$ cat src/hdl/lspc_pkg.sv
package lspc_pkg;

    localparam int unsigned CFG_DATA_BITS  = 16;
    localparam int unsigned CFG_INDEX_BITS = 2;
    localparam int unsigned CODE_BITS      = 5;
    localparam int unsigned LED_COUNT      = 4;

    // item functions
    localparam logic [1:0] FUNC_TICK   = 2'd0;
    localparam logic [1:0] FUNC_SET    = 2'd1;
    localparam logic [1:0] FUNC_CLEAR  = 2'd2;
    localparam logic [1:0] FUNC_UNUSED = 2'd3;

    // configuration register indexes
    localparam logic [CFG_INDEX_BITS-1:0] CFG_SLOW = 2'd0;
    localparam logic [CFG_INDEX_BITS-1:0] CFG_FAST = 2'd1;
    localparam logic [CFG_INDEX_BITS-1:0] CFG_SYNC = 2'd2;
    localparam logic [CFG_INDEX_BITS-1:0] CFG_MODE = 2'd3;

    localparam logic [CFG_DATA_BITS-1:0] SLOW_RESET = 16'd500;
    localparam logic [CFG_DATA_BITS-1:0] FAST_RESET = 16'd100;
    localparam logic [CFG_DATA_BITS-1:0] SYNC_RESET = 16'd250;
    localparam logic [CFG_DATA_BITS-1:0] MODE_RESET = 16'd1000;

    localparam logic [CODE_BITS-1:0] PATTERN_CLEARED = 5'd0;
    localparam logic [CODE_BITS-1:0] PATTERN_LAST    = 5'd16;

    // led bits: green, yellow, red, blue
    localparam logic [LED_COUNT-1:0] LED_NONE = 4'b0000;
    localparam logic [LED_COUNT-1:0] LED_G    = 4'b0001;
    localparam logic [LED_COUNT-1:0] LED_Y    = 4'b0010;
    localparam logic [LED_COUNT-1:0] LED_R    = 4'b0100;
    localparam logic [LED_COUNT-1:0] LED_B    = 4'b1000;

    typedef enum logic [2:0] {
        SEL_NONE,
        SEL_SLOW,
        SEL_FAST,
        SEL_SYNC,
        SEL_MODE
    } blink_sel_t;

    typedef struct packed {
        logic [CFG_DATA_BITS-1:0] slow_ms;
        logic [CFG_DATA_BITS-1:0] fast_ms;
        logic [CFG_DATA_BITS-1:0] sync_ms;
        logic [CFG_DATA_BITS-1:0] mode_ms;
    } blink_cfg_t;

    function automatic logic [LED_COUNT-1:0] start_leds(input logic [CODE_BITS-1:0] code);
        logic [LED_COUNT-1:0] leds;
        case (code)
            5'd1, 5'd8, 5'd16:        leds = LED_G;
            5'd2, 5'd3, 5'd9, 5'd15:  leds = LED_Y;
            5'd4, 5'd5, 5'd6:         leds = LED_R;
            5'd7:                     leds = LED_R | LED_Y;
            5'd10, 5'd11, 5'd12, 5'd14: leds = LED_B;
            default:                  leds = LED_NONE;
        endcase
        return leds;
    endfunction

    function automatic blink_sel_t blink_sel(input logic [CODE_BITS-1:0] code);
        blink_sel_t sel;
        case (code)
            5'd3, 5'd5, 5'd9, 5'd11: sel = SEL_SLOW;
            5'd6:                    sel = SEL_FAST;
            5'd8:                    sel = SEL_SYNC;
            5'd14:                   sel = SEL_MODE;
            default:                 sel = SEL_NONE;
        endcase
        return sel;
    endfunction

    function automatic logic [LED_COUNT-1:0] blink_led(input logic [CODE_BITS-1:0] code);
        logic [LED_COUNT-1:0] leds;
        case (code)
            5'd3, 5'd9:   leds = LED_Y;
            5'd5, 5'd6:   leds = LED_R;
            5'd8:         leds = LED_G;
            5'd11, 5'd14: leds = LED_B;
            default:      leds = LED_NONE;
        endcase
        return leds;
    endfunction

endpackage

$ cat src/hdl/lspc_cfg_regs.sv
module lspc_cfg_regs (
    input  logic                                  clk,
    input  logic                                  rst_n,
    input  logic                                  cfg_valid,
    output logic                                  cfg_ready,
    input  logic [lspc_pkg::CFG_INDEX_BITS-1:0]   cfg_index,
    input  logic [lspc_pkg::CFG_DATA_BITS-1:0]    cfg_data,
    output lspc_pkg::blink_cfg_t                  intervals
);
    import lspc_pkg::*;

    blink_cfg_t cfg_reg;

    assign cfg_ready = 1'b1;
    assign intervals = cfg_reg;

    always_ff @(posedge clk or negedge rst_n)
    begin
        if (!rst_n)
        begin
            cfg_reg.slow_ms <= SLOW_RESET;
            cfg_reg.fast_ms <= FAST_RESET;
            cfg_reg.sync_ms <= SYNC_RESET;
            cfg_reg.mode_ms <= MODE_RESET;
        end
        else if (cfg_valid)
        begin
            case (cfg_index)
                CFG_SLOW: cfg_reg.slow_ms <= cfg_data;
                CFG_FAST: cfg_reg.fast_ms <= cfg_data;
                CFG_SYNC: cfg_reg.sync_ms <= cfg_data;
                CFG_MODE: cfg_reg.mode_ms <= cfg_data;
                default:  cfg_reg <= cfg_reg;
            endcase
        end
    end

endmodule

$ cat src/hdl/lspc_engine.sv
module lspc_engine #(
    parameter int unsigned TIME_BITS = 16
) (
    input  logic                               clk,
    input  logic                               rst_n,
    input  logic                               fire,
    input  logic [1:0]                         func,
    input  logic [lspc_pkg::CODE_BITS-1:0]     code,
    input  logic [TIME_BITS-1:0]               hold,
    input  lspc_pkg::blink_cfg_t               intervals,
    output logic [lspc_pkg::LED_COUNT-1:0]     led_next,
    output logic [lspc_pkg::CODE_BITS-1:0]     pattern_next
);
    import lspc_pkg::*;

    localparam int unsigned CNT_BITS = TIME_BITS + 1;
    localparam int unsigned CMP_BITS = (CNT_BITS > CFG_DATA_BITS) ? CNT_BITS : CFG_DATA_BITS;
    localparam logic [CNT_BITS-1:0] CNT_MAX = {CNT_BITS{1'b1}};

    logic [CODE_BITS-1:0] pattern_reg;
    logic [TIME_BITS-1:0] hold_reg,         hold_next;
    logic                 timed_reg,        timed_next;
    logic [CNT_BITS-1:0]  since_start_reg,  since_start_next;
    logic [CNT_BITS-1:0]  since_toggle_reg, since_toggle_next;
    logic                 phase_reg,        phase_next;
    logic [LED_COUNT-1:0] led_reg;

    logic [CNT_BITS-1:0]      start_inc;
    logic [CNT_BITS-1:0]      toggle_inc;
    logic [CODE_BITS-1:0]     set_code;
    blink_sel_t               sel;
    logic [CFG_DATA_BITS-1:0] interval;
    logic [LED_COUNT-1:0]     blink_mask;

    assign start_inc  = (since_start_reg == CNT_MAX) ? since_start_reg : since_start_reg + 1'b1;
    assign toggle_inc = (since_toggle_reg == CNT_MAX) ? since_toggle_reg : since_toggle_reg + 1'b1;
    assign set_code   = (code > PATTERN_LAST) ? PATTERN_CLEARED : code;
    assign sel        = blink_sel(pattern_reg);
    assign blink_mask = blink_led(pattern_reg);

    always_comb
    begin
        case (sel)
            SEL_FAST: interval = intervals.fast_ms;
            SEL_SYNC: interval = intervals.sync_ms;
            SEL_MODE: interval = intervals.mode_ms;
            default:  interval = intervals.slow_ms;
        endcase
    end

    always_comb
    begin
        pattern_next      = pattern_reg;
        hold_next         = hold_reg;
        timed_next        = timed_reg;
        since_start_next  = since_start_reg;
        since_toggle_next = since_toggle_reg;
        phase_next        = phase_reg;
        led_next          = led_reg;
        case (func)
            FUNC_TICK:
            begin
                since_start_next  = start_inc;
                since_toggle_next = toggle_inc;
                if (timed_reg && (start_inc >= {1'b0, hold_reg}))
                begin
                    // hold time ran out
                    pattern_next = PATTERN_CLEARED;
                    timed_next   = 1'b0;
                    led_next     = LED_NONE;
                end
                else if ((sel != SEL_NONE)
                         && (CMP_BITS'(toggle_inc) >= CMP_BITS'(interval)))
                begin
                    since_toggle_next = '0;
                    phase_next        = !phase_reg;
                    led_next          = !phase_reg ? (led_reg | blink_mask)
                                                   : (led_reg & ~blink_mask);
                end
            end
            FUNC_SET:
            begin
                pattern_next      = set_code;
                hold_next         = hold;
                since_start_next  = '0;
                since_toggle_next = '0;
                phase_next        = 1'b1;
                timed_next        = (hold != '0);
                led_next          = start_leds(set_code);
            end
            FUNC_CLEAR:
            begin
                pattern_next = PATTERN_CLEARED;
                timed_next   = 1'b0;
                led_next     = LED_NONE;
            end
            default:
            begin
                pattern_next = pattern_reg;
            end
        endcase
    end

    always_ff @(posedge clk or negedge rst_n)
    begin
        if (!rst_n)
        begin
            pattern_reg      <= PATTERN_CLEARED;
            hold_reg         <= '0;
            timed_reg        <= 1'b0;
            since_start_reg  <= '0;
            since_toggle_reg <= '0;
            phase_reg        <= 1'b0;
            led_reg          <= LED_NONE;
        end
        else if (fire)
        begin
            pattern_reg      <= pattern_next;
            hold_reg         <= hold_next;
            timed_reg        <= timed_next;
            since_start_reg  <= since_start_next;
            since_toggle_reg <= since_toggle_next;
            phase_reg        <= phase_next;
            led_reg          <= led_next;
        end
    end

`ifndef NO_ASSERTIONS
    a_cleared_dark: assert property (@(posedge clk) disable iff (!rst_n)
        (pattern_reg == PATTERN_CLEARED) |-> (led_reg == LED_NONE))
        else $error("cleared pattern with leds lit");

    a_timed_has_hold: assert property (@(posedge clk) disable iff (!rst_n)
        timed_reg |-> (hold_reg != '0))
        else $error("timed pattern with zero hold time");

    a_pattern_range: assert property (@(posedge clk) disable iff (!rst_n)
        !(pattern_reg > PATTERN_LAST))
        else $error("pattern code out of range");

    a_idle_holds: assert property (@(posedge clk) disable iff (!rst_n)
        !fire |=> $stable(since_toggle_reg) && $stable(led_reg))
        else $error("state moved without an item");
`endif

endmodule

$ cat src/hdl/led_status_pattern_controller_core.sv
// channel  direction  handshake            payload
// in       input      in_valid/in_ready    func, pattern_code, hold_ms
// out      output     out_valid/out_ready  led_green..led_blue, active_pattern
// cfg      input      cfg_valid/cfg_ready  cfg_index, cfg_data
//
// one item per cycle while out_ready does not stall the result; an accepted beat goes through the
// input register, then through next-state logic into the result register
// the state update of the engine sets the pace: one item per state update
// reset is asynchronous, active low; no clearing pass, in_ready is high as soon as reset is released
// a stalled output holds both stages; cfg_ready is always high
module led_status_pattern_controller_core #(
    parameter int unsigned TIME_BITS = 16
) (
    input  logic                                clk,
    input  logic                                rst_n,
    input  logic                                in_valid,
    output logic                                in_ready,
    input  logic [1:0]                          func,
    input  logic [lspc_pkg::CODE_BITS-1:0]      pattern_code,
    input  logic [TIME_BITS-1:0]                hold_ms,
    output logic                                out_valid,
    input  logic                                out_ready,
    output logic                                led_green,
    output logic                                led_yellow,
    output logic                                led_red,
    output logic                                led_blue,
    output logic [lspc_pkg::CODE_BITS-1:0]      active_pattern,
    input  logic                                cfg_valid,
    output logic                                cfg_ready,
    input  logic [lspc_pkg::CFG_INDEX_BITS-1:0] cfg_index,
    input  logic [lspc_pkg::CFG_DATA_BITS-1:0]  cfg_data
);
    import lspc_pkg::*;

    blink_cfg_t intervals;

    logic                 s1_valid_reg;
    logic [1:0]           s1_func_reg;
    logic [CODE_BITS-1:0] s1_code_reg;
    logic [TIME_BITS-1:0] s1_hold_reg;
    logic                 s1_fire;

    logic                 out_valid_reg;
    logic [LED_COUNT-1:0] out_leds_reg;
    logic [CODE_BITS-1:0] out_pattern_reg;

    logic [LED_COUNT-1:0] led_next;
    logic [CODE_BITS-1:0] pattern_next;

    // item in stage 1 moves on when the result slot is free or being emptied
    assign s1_fire  = s1_valid_reg && (!out_valid_reg || out_ready);
    assign in_ready = !s1_valid_reg || s1_fire;

    lspc_cfg_regs u_cfg (
        .clk       (clk),
        .rst_n     (rst_n),
        .cfg_valid (cfg_valid),
        .cfg_ready (cfg_ready),
        .cfg_index (cfg_index),
        .cfg_data  (cfg_data),
        .intervals (intervals)
    );

    lspc_engine #(
        .TIME_BITS (TIME_BITS)
    ) u_engine (
        .clk          (clk),
        .rst_n        (rst_n),
        .fire         (s1_fire),
        .func         (s1_func_reg),
        .code         (s1_code_reg),
        .hold         (s1_hold_reg),
        .intervals    (intervals),
        .led_next     (led_next),
        .pattern_next (pattern_next)
    );

    always_ff @(posedge clk or negedge rst_n)
    begin
        if (!rst_n)
        begin
            s1_valid_reg  <= 1'b0;
            out_valid_reg <= 1'b0;
        end
        else
        begin
            if (in_ready)
            begin
                s1_valid_reg <= in_valid;
            end
            if (s1_fire)
            begin
                out_valid_reg <= 1'b1;
            end
            else if (out_ready)
            begin
                out_valid_reg <= 1'b0;
            end
        end
    end

    always_ff @(posedge clk)
    begin
        if (in_ready && in_valid)
        begin
            s1_func_reg <= func;
            s1_code_reg <= pattern_code;
            s1_hold_reg <= hold_ms;
        end
        if (s1_fire)
        begin
            out_leds_reg    <= led_next;
            out_pattern_reg <= pattern_next;
        end
    end

    assign out_valid      = out_valid_reg;
    assign led_green      = out_leds_reg[0];
    assign led_yellow     = out_leds_reg[1];
    assign led_red        = out_leds_reg[2];
    assign led_blue       = out_leds_reg[3];
    assign active_pattern = out_pattern_reg;

`ifndef NO_ASSERTIONS
    a_beat_lands: assert property (@(posedge clk) disable iff (!rst_n)
        (in_valid && in_ready) |=> s1_valid_reg)
        else $error("accepted beat lost before stage 1");

    a_stage_hold: assert property (@(posedge clk) disable iff (!rst_n)
        (s1_valid_reg && !s1_fire) |=> s1_valid_reg && $stable(s1_func_reg)
                                       && $stable(s1_hold_reg))
        else $error("stalled stage 1 item changed");

    a_result_fill: assert property (@(posedge clk) disable iff (!rst_n)
        s1_fire |=> out_valid_reg)
        else $error("result register not filled");

    a_result_hold: assert property (@(posedge clk) disable iff (!rst_n)
        (out_valid_reg && !out_ready) |=> out_valid_reg && $stable(out_leds_reg)
                                          && $stable(out_pattern_reg))
        else $error("stalled result changed");
`endif

endmodule
$ cat config.mk
export PLATFORM = sky130hd
export DESIGN_NAME = led_status_pattern_controller_core
export DESIGN_NICKNAME = d
export VERILOG_FILES = /design/src/hdl/lspc_pkg.sv /design/src/hdl/lspc_cfg_regs.sv /design/src/hdl/lspc_engine.sv /design/src/hdl/led_status_pattern_controller_core.sv
export SDC_FILE = /design/constraint.sdc
export NUM_CORES = 1
export LEC_CHECK = 0
export BUFFER_PORTS_ARGS = -buffer_cell sky130_fd_sc_hd__buf_2
export CORE_MARGIN = 3
export CORE_UTILIZATION = 55
export CTS_BUF_LIST = sky130_fd_sc_hd__clkbuf_4 sky130_fd_sc_hd__clkbuf_8 sky130_fd_sc_hd__clkbuf_16
export CTS_CLUSTER_DIAMETER = 120
export CTS_CLUSTER_SIZE = 20
export DETAILED_ROUTE_END_ITERATION = 16
export PLACE_DENSITY = 0.79
export SYNTH_ARGS = -nofsm -noshare
export SYNTH_HDL_FRONTEND = slang
export SYNTH_SLANG_ARGS = --single-unit
export TNS_END_PERCENT = 1
$ cat constraint.sdc
create_clock -name clk -period 3.8 [get_ports clk]
set_input_delay 0.76 -clock clk [delete_from_list [all_inputs] [get_ports clk]]
set_output_delay 0.76 -clock clk [all_outputs]
set_load 0.005 [all_outputs]
### Yosys cells after proc, flatten, opt, wreduce, memory -nomap -nowiden

Memories as Yosys holds them, arrays and structs flattened.
Cells that the tools add are included.

* $add $sub $neg: 2
* multiply operators: 0
* divide/modulo/power cells: 0
* order comparisons: 3
* equality and inequality tests: 20
* shifts and indexed selects: 0
* multiplexer cells: 23
* bitwise gates (word level): 3
* reduce and logical (&&, ||, !) cells: 28

Operators with widths (count)
* $mux 17: 4
* $pmux 17 s2: 2
* $pmux 16 s3: 1
* $add 17x1->17 const B: 2
* $eq 17x17->1 const B: 2
* $ge 17x16->1: 2
* $eq 5x4->1 const B: 4
* $pmux 4 s4: 1
* $reduce_bool 16->1: 1
* $pmux 5 s3: 1
* $mux 4: 3
* $pmux 3 s4: 1
* $pmux 4 s3: 1
* $reduce_and 2->1: 6
* $eq 5x3->1 const B: 2
* $mux 5: 2
* $eq 2x2->1 const B: 3
* $eq 3x2->1 const B: 2
* $reduce_bool 3->1: 2
* $reduce_or 2->1: 3
* $eq 5x2->1 const B: 1
* $gt 5x5->1 const B: 1
* $mux 1: 5
* $and 4x4->4: 1
* other kinds (16): 26

* register bits after elaboration: 159
* bits in latches: 0
* RAM bits: 0
* memory bits (read-only): 128
* input bits: 46
* output and inout port bits: 12
* memories kept: 1

Memories
* (name not given): depth 32, width 4, rd ports 1, clocked after memory_dff 0, write ports 0, line lspc_pkg.sv:52 `case (code)`

### Longest topological paths before layout

* word-level depth: 10
* gate-level depth with buffers: 17
* mapped depth without buffers: 15

### Hierarchy

Synthesis repeated with hierarchy kept, for this count alone.

* cells, all modules: 748
* area total of the unflattened synthesis: 8479.4 um^2

Modules (own cells, without submodules)
* lspc_engine: times used 1, cells an instance 570, area each 4966.0 um^2, seq. area each 1526.5 um^2
* lspc_cfg_regs: times used 1, cells an instance 138, area each 2448.6 um^2, seq. area each 1627.8 um^2
* led_status_pattern_controller_core: times used 1, cells an instance 40, area each 1064.8 um^2, seq. area each 1011.0 um^2

### Least setup slack after synthesis

Ideal clock, no wire load.

* kind: register to register
* start point: register u_engine.since_start_reg[0]
* end point: register out_leds_reg[0] (data pin)
* arrival: 3720 ps
* data required time: 3539 ps
* slack: -181 ps
* stages on the path, launching flop included: 18
* period minus slack after synthesis: 3981 ps
* path through: dfrtp_1 -> ha_1 -> nand4_1 -> nor4_4 -> a2111o_1 -> or4_1 -> clkbuf_1 -> nor2_2 -> xor2_1 -> ha_1 -> nand3_1 -> nor4_1 -> a211oi_2 -> a21oi_1 -> o21ai_2 -> or2_0 -> clkbuf_1 -> a311o_1

* cells in the longest elaborated chain, start to end: 6
* elaborated cells on any way between the ends: 7
* classes of those cells: add/sub (1); order compare (1); eq/ne (1); mux (3); reduce/logical (1)

RTL lines
* from (decl): line lspc_engine.sv:23 `logic [CNT_BITS-1:0] since_start_reg, since_start_next;`
* from (signal assigned): line lspc_engine.sv:121 `since_start_reg <= since_start_next;`
* $add 17x1->17 / $eq 17x17->1 (equally long branches): line lspc_engine.sv:35 `assign start_inc = (since_start_reg == CNT_MAX) ? since_start_reg : since_start_reg + 1'b1;`
* $mux 17 (*): line lspc_engine.sv:35
* $ge 17x16->1 (*): line lspc_engine.sv:65 `if (timed_reg && (start_inc >= {1'b0, hold_reg}))`
* $logic_and 1x1->1 (*): line lspc_engine.sv:65
* $mux 4 (*): line lspc_engine.sv:65
* $pmux 4 s3 (*): line lspc_engine.sv:60 `case (func)`
* named net led_next[0]: line led_status_pattern_controller_core.sv:47 `logic [LED_COUNT-1:0] led_next;`
* to (signal assigned): line led_status_pattern_controller_core.sv:112 `out_leds_reg <= led_next;`
* to (decl): line led_status_pattern_controller_core.sv:44 `logic [LED_COUNT-1:0] out_leds_reg;`

Mark *: on every way through the listed nets, which the timed path passes. The rest lies on a longest branch.
A chain may end at the register's enable or synchronous reset.

### Final worst setup path

* start point: register u_engine.since_start_reg[0]
* end point: register u_engine.since_toggle_reg[7]

* cells in the longest elaborated chain, start to end: 6
* elaborated cells on any way between the ends: 7
* classes of those cells: add/sub (1); order compare (1); eq/ne (1); mux (3); reduce/logical (1)

RTL lines
* $add 17x1->17 / $eq 17x17->1 (equally long branches): line lspc_engine.sv:35
* $mux 17 (*): line lspc_engine.sv:35
* $ge 17x16->1 (*): line lspc_engine.sv:65
* $logic_and 1x1->1 (*): line lspc_engine.sv:65
* $mux 17 (*): line lspc_engine.sv:65
* $pmux 17 s2 (*): line lspc_engine.sv:60
* to (signal assigned): line lspc_engine.sv:122 `since_toggle_reg <= since_toggle_next;`
* to (decl): line lspc_engine.sv:24 `logic [CNT_BITS-1:0] since_toggle_reg, since_toggle_next;`

Mark *: on every way between the ends. The rest lies on a longest branch, timed or not.

==> run metrics <==
status=finished, violations left; violated checks=negative setup slack; critical path buffer and inverter count=2; CTS root buffer=clkbuf_16; most frequent cells in the layout=104 x dfrtp_1, 83 x mux2_2, 58 x buf_4; Nets=between 900 and 1000; critical path capture point type=flop; RSZ-0062 raised after global routing=true; Crit Path Category=reg2reg; Cells after DPL=994; Die Span Y=around 130 µm; Reg2Reg Launch Point=u_engine.since_start_reg[0]$_DFFE_PN0P_; GRT Overall Usage=25.0%; number of remaining DRC errors=0; WL final=19.6 mm; Max Freq=~250 MHz; CORE AREA=between 10000 and 15000 µm²; Top FF cell, synth=dfrtp_1; worst-skew pair later-pin latency=~0.43 ns; most common cell type on the critical path=nor4_4; Hold Path Class=in2async; VDD IR max=between 0.3 and 0.4 mV; CP top delay family=compound AO/OA/AOI/OAI gates; worst-path cell chain=ha_2, nand4_1, nor4_4, a2111o_1, or4_4, nor2_4, xor2_2, ha_4, nand3_4, nor4_4, a211oi_2, inv_1, o221ai_2, a21oi_4, buf_12, a221o_1; first-pass GRT wire length=32.8 mm; mapped cell area=~8300 µm²; static leakage=between 4 and 5 nW; async set or reset register ratio after synthesis=~80%; initial core utilization=roughly 57%; Initial DRT Pass Iterations=5; total congestion overflow=0; register area share after synthesis=~50%; clock tree buffer depth=2; critical path's slowest cell=or4_4; post-synth top area share=between 30% and 40%; Final Critical Period=3.96 ns; Worst-path clk slew=approximately 0.060 ns; Max-Cap Viols=0; startpoint types=flop; commonest non-fill, non-tap cell in the layout=dfrtp_1; Critical Path RT=between 4 and 5 ns; starting DRC count in detailed routing=approximately 460; fraction of layout cells with a size suffix above 1=between 30% and 40%; Worst EP arrival=approximately 4.3 ns; CTS tree=done; largest stage delay on the critical path=approximately 0.49 ns; Layout Cells excl Fill=about 1000; Post-synth EDFFs=32; vias after detailed routing=between 6000 and 7000; clk_skew=0.00882 ns; Crit. Startpoint=u_engine.since_start_reg[0]$_DFFE_PN0P_; number of H-tree levels=4; Syn Inst Count=730; vias in the first global route=between 6000 and 7000; Slew Limit Fails=0; area leader, netlist=dfrtp_1; Final setup viols=33; flops & latches, synth=around 160; Synth Warn #=0; Slew @ Worst Pin=between 1 and 1.5 ns; Row Count=44; num ports=58; DR vias/cell=just over 6; max reg flops=64; Mean Syn Cell Area=between 10 and 15 µm²; Hold Vio Cnt, Final=0; Routed WL per cell=19.1 µm; antenna violations before repair=0; Area growth syn-to-layout=19.2%; port bufs=56; Hold-fix buffers, CTS=0; Net Count, Synth=810; Setup WS pre-CTS=-0.273 ns; Cell variety after synth=66; final worst-path cycle share=104%; DRT antenna net count=0; largest net degree at the start of global routing=a little over 80; slack of the critical path=-0.160 ns; n_diodes=0; pwr/cell area=approximately 490 nW/µm²; Placer Congestion=0.903; Slew HR=between 20 and 25%; worst-path maximum fanout=16; Clock Sinks=159; TritonCTS buffer count=17; top cells by area, synth=dfrtp_1 32%, edfxtp_1 12%, mux2_2 11%; post-detail-place hpwl=13.8 mm; Chip Width=between 100 and 150 µm; die area=16700 µm²
[per-layer routing]
layer / part of all wire (%) / vias to the layer above / global-route usage (%)
met5: 0 / - / 0
met4: 2.8 / 0 / 11.4
met3: 6.5 / 55 / 6.18
met2: 49 / 247 / 39.8
met1: 42 / 3129 / 32.5
li1: - / 2910 / -
[path summary, 6_finish.rpt]
path / endpoint / slack [ns] / depth (start not counted)
max reg2reg: u_engine.since_toggle_reg[7]$_DFFE_PN0P_ / -0.16 / 16
min in group clk: s1_hold_reg[9]$_DFFE_PP_ / 0.50 / 1
min reg2reg: u_cfg.intervals[35]$_DFFE_PN0P_ / 0.51 / 1
max in group asynchronous: u_engine.since_toggle_reg[3]$_DFFE_PN0P_ / 2.60 / 2
max: u_engine.since_toggle_reg[7]$_DFFE_PN0P_ / -0.16 / 16
min: u_cfg.intervals[46]$_DFFE_PN0P_ / 0.33 / 1
[per-stage QoR]
step                      power, mW  utilization (%)  instance area [µm²]  setup TNS, ns  hold WS (ns)
after floorplan                2.76                -                 8340         -0.191         0.457
after global placement         3.03             62.6                 9200          -3.85         0.476
after detailed placement       3.11             62.6                 9200          -8.01         0.492
after CTS                      4.88             67.3                 9890         -0.949         0.339
after global routing           5.11             67.6                 9930          -7.70         0.367
final                          4.87             67.6                 9930          -2.48         0.334
[Yosys cell counts (19+ instances only)]
cell,instances
dfrtp_1,106
mux2_2,83
nor2_1,45
nand2_1,44
ha_1,34
edfxtp_1,32
a21oi_1,31
clkbuf_1,29
inv_1,29
nand3_1,28
a22o_1,23
xnor2_1,23
dfstp_2,21
mux2i_1,19
[power breakdown]
group          switching [mW]  internal (mW)  leakage, nW
registers               0.140           2.01         1.87
clock network           0.745          0.994        0.298
logic                   0.508          0.472         2.17
total                    1.39           3.48         4.33
[worst reg2reg max path: stages, from the launching register on]
cell	delay, ns
dfrtp_1	0.39
ha_2	0.20
nand4_1	0.14
nor4_4	0.08
a2111o_1	0.47
or4_4	0.50
nor2_4	0.14
xor2_2	0.20
ha_4	0.25
nand3_4	0.06
nor4_4	0.04
a211oi_2	0.37
inv_1	0.10
o221ai_2	0.28
a21oi_4	0.10
buf_12	0.18
a221o_1	0.34
[timing repair]
item                                    4_1_cts  5_1_grt
resized for setup                            19       12
hold endpoints to repair                      0        0
buffers inserted                              0        0
endpoints found under the setup margin       37       37
pin swaps                                    10        3
[logic make-up (layout without fill, tap and decap cells)]
group | Yosys count | in the layout | synth area share, %
XOR/XNOR | 33 | 33 | 3.47
flip-flops | 159 | 159 | 50.0
adder cells (fa/ha/maj) | 34 | 34 | 5.11
AO/OA/AOI/OAI | 141 | 141 | 12.5
multiplexers | 102 | 102 | 13.5
AND/OR/NAND/NOR | 193 | 193 | 12.0
buffers and inverters | 67 | 179 | 3.32
other | 1 | 1 | 0.0450
[final cells by class]
type,count,area (µm²)
inverters,29,109
fillers,1063,4770
multi-input cells,504,4030
clock inverters,12,133
clock buffers,20,472
flip-flops and latches,159,4170
repair buffers,118,785
well taps,184,230
No activity file was read; power rests on OpenSTA's default activity.
